[src/rtl/fahq_pkg.sv]
// fahq_pkg: shared constants and types for the four-ary min-heap queue
// no dependencies
`timescale 1ns / 1ps
package fahq_pkg;
   localparam int TAG_W = 20;
   localparam int KEY_W = 31;
   localparam int ENT_W = TAG_W + KEY_W;
   localparam int CNT_W = 11;
   // fan-out of the heap; index math uses shifts, so keep it a power of two
   localparam int ARITY = 4;
   localparam int LOG_ARITY = 2;
   localparam logic KIND_PUSH = 1'b0;
   localparam logic KIND_POP  = 1'b1;

   typedef struct packed {
      logic [TAG_W-1:0] tag;
      logic [KEY_W-1:0] key;
   } entry_type;

   typedef struct packed {
      logic kind;
      logic [TAG_W-1:0] tag;
      logic [KEY_W-1:0] key;
   } req_type;

   typedef struct packed {
      logic [TAG_W-1:0] out_tag;
      logic [KEY_W-1:0] out_key;
      logic pop_valid;
      logic push_dropped;
      logic [CNT_W-1:0] fill_count;
   } rsp_type;

   // datapath operations driven by the controller
   typedef enum logic [3:0] {
      OP_NONE, OP_LOAD, OP_DROP, OP_PUSH_START, OP_UP_STEP, OP_WR_HOLE,
      OP_RD_ROOT, OP_TAKE_ROOT, OP_LOAD_LAST, OP_CH_CMP, OP_DN_STEP
   } op_type;

   typedef struct packed {
      op_type op;
   } cmd_type;

   typedef struct packed {
      logic is_pop;
      logic full;
      logic empty;
      logic at_root;
      logic up_swap;
      logic up_top;
      logic last_one;
      logic child_first;
      logic child_next;
      logic down_swap;
      logic best_first;
   } sts_type;
endpackage

[src/rtl/fahq_ctrl.sv]
// fahq_ctrl: sequencer for push sift-up and pop sift-down
// depends on fahq_pkg
`timescale 1ns / 1ps
module fahq_ctrl
   import fahq_pkg::*;
(
   input  logic clock,
   input  logic reset,
   input  logic req_fire,
   output logic req_ready,
   output logic rsp_valid,
   input  logic rsp_ready,
   output cmd_type cmd,
   input  sts_type sts
);
   typedef enum logic [3:0] {
      S_IDLE, S_DECIDE, S_UP_CMP, S_WR_HOLE, S_TAKE_ROOT, S_LOAD_LAST,
      S_CH_CMP, S_DN_MOVE, S_RESP
   } state_type;
   state_type state_ff, state_in;

   always_comb begin
      state_in = state_ff;
      cmd.op = OP_NONE;
      case (state_ff)
         S_IDLE: if (req_fire) begin
            cmd.op = OP_LOAD; state_in = S_DECIDE;
         end
         S_DECIDE: begin
            if (sts.is_pop) begin
               if (sts.empty) state_in = S_RESP;
               else begin
                  cmd.op = OP_RD_ROOT; state_in = S_TAKE_ROOT;
               end
            end else if (sts.full) begin
               cmd.op = OP_DROP; state_in = S_RESP;
            end else begin
               cmd.op = OP_PUSH_START;
               state_in = sts.at_root ? S_WR_HOLE : S_UP_CMP;
            end
         end
         S_UP_CMP: begin
            cmd.op = OP_UP_STEP;
            state_in = (sts.up_swap && !sts.up_top) ? S_UP_CMP : S_WR_HOLE;
         end
         S_WR_HOLE: begin
            cmd.op = OP_WR_HOLE; state_in = S_RESP;
         end
         S_TAKE_ROOT: begin
            cmd.op = OP_TAKE_ROOT;
            state_in = sts.last_one ? S_RESP : S_LOAD_LAST;
         end
         S_LOAD_LAST: begin
            cmd.op = OP_LOAD_LAST;
            state_in = sts.child_first ? S_CH_CMP : S_WR_HOLE;
         end
         S_CH_CMP: begin
            cmd.op = OP_CH_CMP;
            state_in = sts.child_next ? S_CH_CMP : S_DN_MOVE;
         end
         S_DN_MOVE: begin
            if (sts.down_swap) begin
               cmd.op = OP_DN_STEP;
               state_in = sts.best_first ? S_CH_CMP : S_WR_HOLE;
            end else begin
               cmd.op = OP_WR_HOLE; state_in = S_RESP;
            end
         end
         S_RESP: if (rsp_ready) state_in = S_IDLE;
         default: state_in = S_IDLE;
      endcase
   end

   always_ff @(posedge clock) begin
      if (reset) state_ff <= S_IDLE;
      else state_ff <= state_in;
   end

   assign req_ready = (state_ff == S_IDLE);
   assign rsp_valid = (state_ff == S_RESP);

   a_one_side: assert property (@(posedge clock) disable iff (reset)
      !(req_ready && rsp_valid)) else $error("ready while result pending");
   a_load: assert property (@(posedge clock) disable iff (reset)
      req_fire |=> state_ff == S_DECIDE) else $error("accept did not start");
   a_done: assert property (@(posedge clock) disable iff (reset)
      (rsp_valid && rsp_ready) |=> req_ready) else $error("no return to idle");
   a_hold: assert property (@(posedge clock) disable iff (reset)
      (rsp_valid && !rsp_ready) |=> rsp_valid) else $error("result dropped");
endmodule

[config.mk]
export PLATFORM = sky130hd
export DESIGN_NAME = fahq_ctrl
export DESIGN_NICKNAME = d
export VERILOG_FILES = /design/src/rtl/fahq_pkg.sv /design/src/rtl/fahq_ctrl.sv
export SDC_FILE = /design/constraint.sdc
export NUM_CORES = 1
export LEC_CHECK = 0
export BUFFER_PORTS_ARGS = -buffer_cell sky130_fd_sc_hd__buf_2
export CAP_MARGIN = 10
export CORE_AREA = 5 5 42 44
export CTS_BUF_LIST = sky130_fd_sc_hd__clkbuf_4 sky130_fd_sc_hd__clkbuf_8
export CTS_CLUSTER_SIZE = 25
export DETAILED_ROUTE_END_ITERATION = 10
export DIE_AREA = 0 0 47 49
export PLACE_DENSITY = 0.7
export SLEW_MARGIN = 40
export SYNTH_ARGS = -nofsm -noshare
export SYNTH_HDL_FRONTEND = slang
export SYNTH_SLANG_ARGS = --single-unit
[constraint.sdc]
create_clock -name clock -period 1.4 [get_ports clock]
set_input_delay 0.07 -clock clock [delete_from_list [all_inputs] [get_ports clock]]
set_output_delay 0.07 -clock clock [all_outputs]
set_load 0.05 [all_outputs]
Word-level counts from Yosys, hierarchy flattened
Cells that the tools add are included.
{"block": "word_totals", "register_bits": 4, "out_inout_bits": 6}
{"block": "classes", "reduce_logical": 4, "n_mux": 19, "n_eq_ne": 10}
{"operator": "$mux W4", "count": 9}
{"operator": "$pmux W4 S9", "count": 1}
{"operator": "$pmux W4 S8", "count": 1}
{"operator": "$eq A4 B3 Y1 const B", "count": 4}
{"operator": "$mux W3", "count": 3}
{"operator": "$eq A4 B2 Y1 const B", "count": 2}
{"operator": "$mux W1", "count": 5}
{"operator": "$eq A4 B1 Y1 const B", "count": 1}
{"operator": "$eq A4 B4 Y1 const B", "count": 1}
{"operator": "$logic_not A4 Y1", "count": 1}
{"operator": "$ne A2 B1 Y1 const B", "count": 1}
{"operator": "$ne A2 B2 Y1 const B", "count": 1}
{"operator": "$reduce_and A2 Y1", "count": 1}
{"operator": "$logic_and A1 B1 Y1", "count": 1}
{"operator": "$logic_not A1 Y1", "count": 1}

Depth between registers and ports, before layout
{"block": "depth", "word_depth": 4, "mapped_depth": 5}

Least setup slack after synthesis
OpenSTA, ideal clock, no wires.
{"block": "synth_path", "kind": "register to output", "start": "register state_ff[2]", "end": "output cmd[0] (netlist bit)", "slack_ns": -1.107, "n_path_buf": 1, "stages_incl_launch_ff": 6, "t_arrival_ns": 2.437, "cell_sequence": "dfxtp_1 > or2_1 > buf_6 > nor3_1 > a21oi_1 > o21ai_1"}
{"element": "from (decl)", "line_no": "fahq_ctrl.sv:20", "source": "state_type state_ff, state_in;"}
{"element": "from (signal assigned)", "line_no": "fahq_ctrl.sv:76", "source": "else state_ff <= state_in;"}
{"element": "to (decl)", "line_no": "fahq_ctrl.sv:13", "source": "output cmd_type cmd,"}

==> impl_metrics.ini <==
[status]
status = finished with violations
violations = negative setup slack

[yosys]
syn_area_um2 = 420
yosysMostFrequentCell = nor2_1
ys_seq_area_frac = 0.190
ys_seq_elements = 4
ys_async_sr_fraction = 0
yosysTopAreaCellShare = 0.190
syn_avg_cell_area_um2 = 6.57
synth_edf_count = 0
synth_area_leaders = dfxtp_1 (19%), a21oi_1 (9.5%), nor2_1 (8.9%)
synthesis.nets = 79
ys.flop_type = dfxtp_1
yosys_warnings = 0
yosysTopAreaCell = dfxtp_1
ys_top_cells_by_count = nor2_1 (10), a21oi_1 (8), nand2_1 (5), o21ai_1 (5), dfxtp_1 (4)
synth_cell_types = 28
synthCells = 64

[sta]
finalClockSkew_ns = 0.000550
worst_pin_slew_ns = 0.415
maxSlewViolCount = 0
holdWs_ns = 0.0294
timing.fmax_ghz = 0.605
grt_setup_unrepaired = yes
layout_setup_ws_ns = -0.252
slew-limit-headroom = 0.721
hold_violations = 0
min_period_over_period = 1.18
min_period_ns = 1.65
setup_viol = 4

[global_route]
grt_max_degree = 13
met2_usage = 0.260
grt_use_met3 = 0.0258
grt_pass1_wl_um = 2500
grt-busiest-layer = met2
grt-ovfl-total = 0
antenna_found_initial = 0
grt_pass1_vias = 621
grt_use_met1 = 0.155
track_usage = 0.146

[die]
fp.dieArea_mm2 = 0.00230
coreArea_mm2 = 0.00140
die_h_um = 49
num_rows = 14
ioPinCount = 21
die_w_um = 47
start_util = 0.300

[layout]
top_register = state_ff
regArea_um2 = 82.6
layout-drive-gt1-share = 0.536
fill_cells = 130
reg.largest.list = state_ff: 4 flops
multi_input_area_um2 = 403
n_antenna_cell = 0
largest_reg_flops = 4
fin_util = 0.566
area_delta_synth_final_pct = 88.7
num-nets-final = 114

[route]
drt-initial-drc-count = 7
viasPerCell = 5.21
first_pass_iters = 4
route.detailed.drc = 0
vias = 589
wl_per_cell_um = 14.2
ant_nets = 0
wirelength_um = 1600

[clock_tree]
cts_tree = done
holdBufCountCts = 0
clock_sinks = 4
clkSlewWorstSetupHoldPaths_ns = 0.04
cts-root-buf = clkbuf_4
ctsLongestPathBuffers = 2
h-tree-depth = 1
cts_buffers = 3
clock_latency_ns = 0.24

[worst_setup_path]
crit_slowest_cell = or4b_4
end_kind = output pin
max_stage_delay_ns = 0.58
worst-path-buf-inv = 1
crit_chain = or2_1 -> or4b_4 -> nand2_8 -> buf_8
critical-path-top-delay-family = simple AND/OR/NAND/NOR gates
reg2reg_slack_ns = 0.04
timing_worst_setup_path_type = reg2out
cp_max_fo = 2
cp.arrival_ns = 1.58
worst_setup_path_start_kind = flip-flop
cp.required_ns = 1.33

[placement]
dp_hpwl_um = 1120
numPortBuffers = 20
place.gp.congestion = 0.843

[power_and_ir_drop]
leakage_nw = 0.333
power.density_mw_per_mm2 = 951
ir_drop_mv = 0.707

[worst_hold_path]
hold_class = in2reg

[flow_run]
max_cap_violations = 0
-- per-stage QoR --
step	area [µm²]	TNS [ns]	instances	power, mW	setup WS, ns
after detailed placement	658	-0.196	107	0.516	-0.103
after global placement	658	-0.100	107	0.510	-0.0791
after CTS	762	-0.650	113	0.727	-0.249
final	793	-0.678	113	0.754	-0.252
after floorplan	477	-0.527	64	0.391	-0.382
after global routing	793	-1.01	113	0.790	-0.286
-- per-layer routing --
layer / routed length [µm] / part of all wire / vias to the layer above
met5: 0 / 0 / -
met4: 48 / 0.030 / 0
met3: 62 / 0.039 / 6
met2: 874 / 0.55 / 15
met1: 613 / 0.38 / 274
li1: - / - / 294
-- cells in the final DEF, fill, tap and decap left out, types with 2 or more instances in the layout --
cell	count
buf_2	14
buf_4	14
nor2_1	10
a21oi_1	7
buf_6	6
o21ai_1	4
nand2_1	3
nand2b_1	3
clkbuf_4	3
inv_1	2
a31oi_1	2
nand3_1	2
nor3b_1	2
dfxtp_2	2
dfxtp_1	2
-- worst register-to-register path: stages (launching register included) --
cell and delay [ns]:
dfxtp_2 0.31, or2_1 0.24, buf_4 0.19, nor4_4 0.17
buf_4 0.16, a21oi_1 0.07, a31oi_1 0.16
-- area by class of cell --
class | count | area share
clock buffer | 3 | 0.0284
inverter | 2 | 0.00946
multi-input combinational | 53 | 0.508
sequential | 4 | 0.104
tap | 16 | 0.0252
timing repair buffer | 35 | 0.325
-- worst paths after layout --
path	start	to	depth (start not counted)
worst max-delay path	state_ff[1]	cmd[2]	4
worst min-delay path	reset	state_ff[1]	2
worst max register to register	state_ff[1]	state_ff[0]	6
worst min register to register	state_ff[1]	state_ff[0]	3
-- logic make-up (layout without fill, tap and decap cells) --
group,count (synthesis),after routing,synth area share
muxes,1,1,0.0238
buffers and inverters,7,40,0.0863
DFF,4,4,0.190
and+or+nand+nor,30,30,0.387
AOI/OAI and AO/OA,22,22,0.313
-- repair_timing --
item,4_1_cts,5_1_grt
gates resized for setup,17,7
endpoints found under the setup margin,7,8
pin swaps,3,2
buffers inserted,3,0
endpoints found under the hold margin,0,0
-- power breakdown --
part	switching, mW	internal (mW)
combinational	0.268	0.207
sequential	0.00719	0.127
clock	0.0488	0.0960
total	0.324	0.430
No activity file was read; power rests on OpenSTA's default activity.
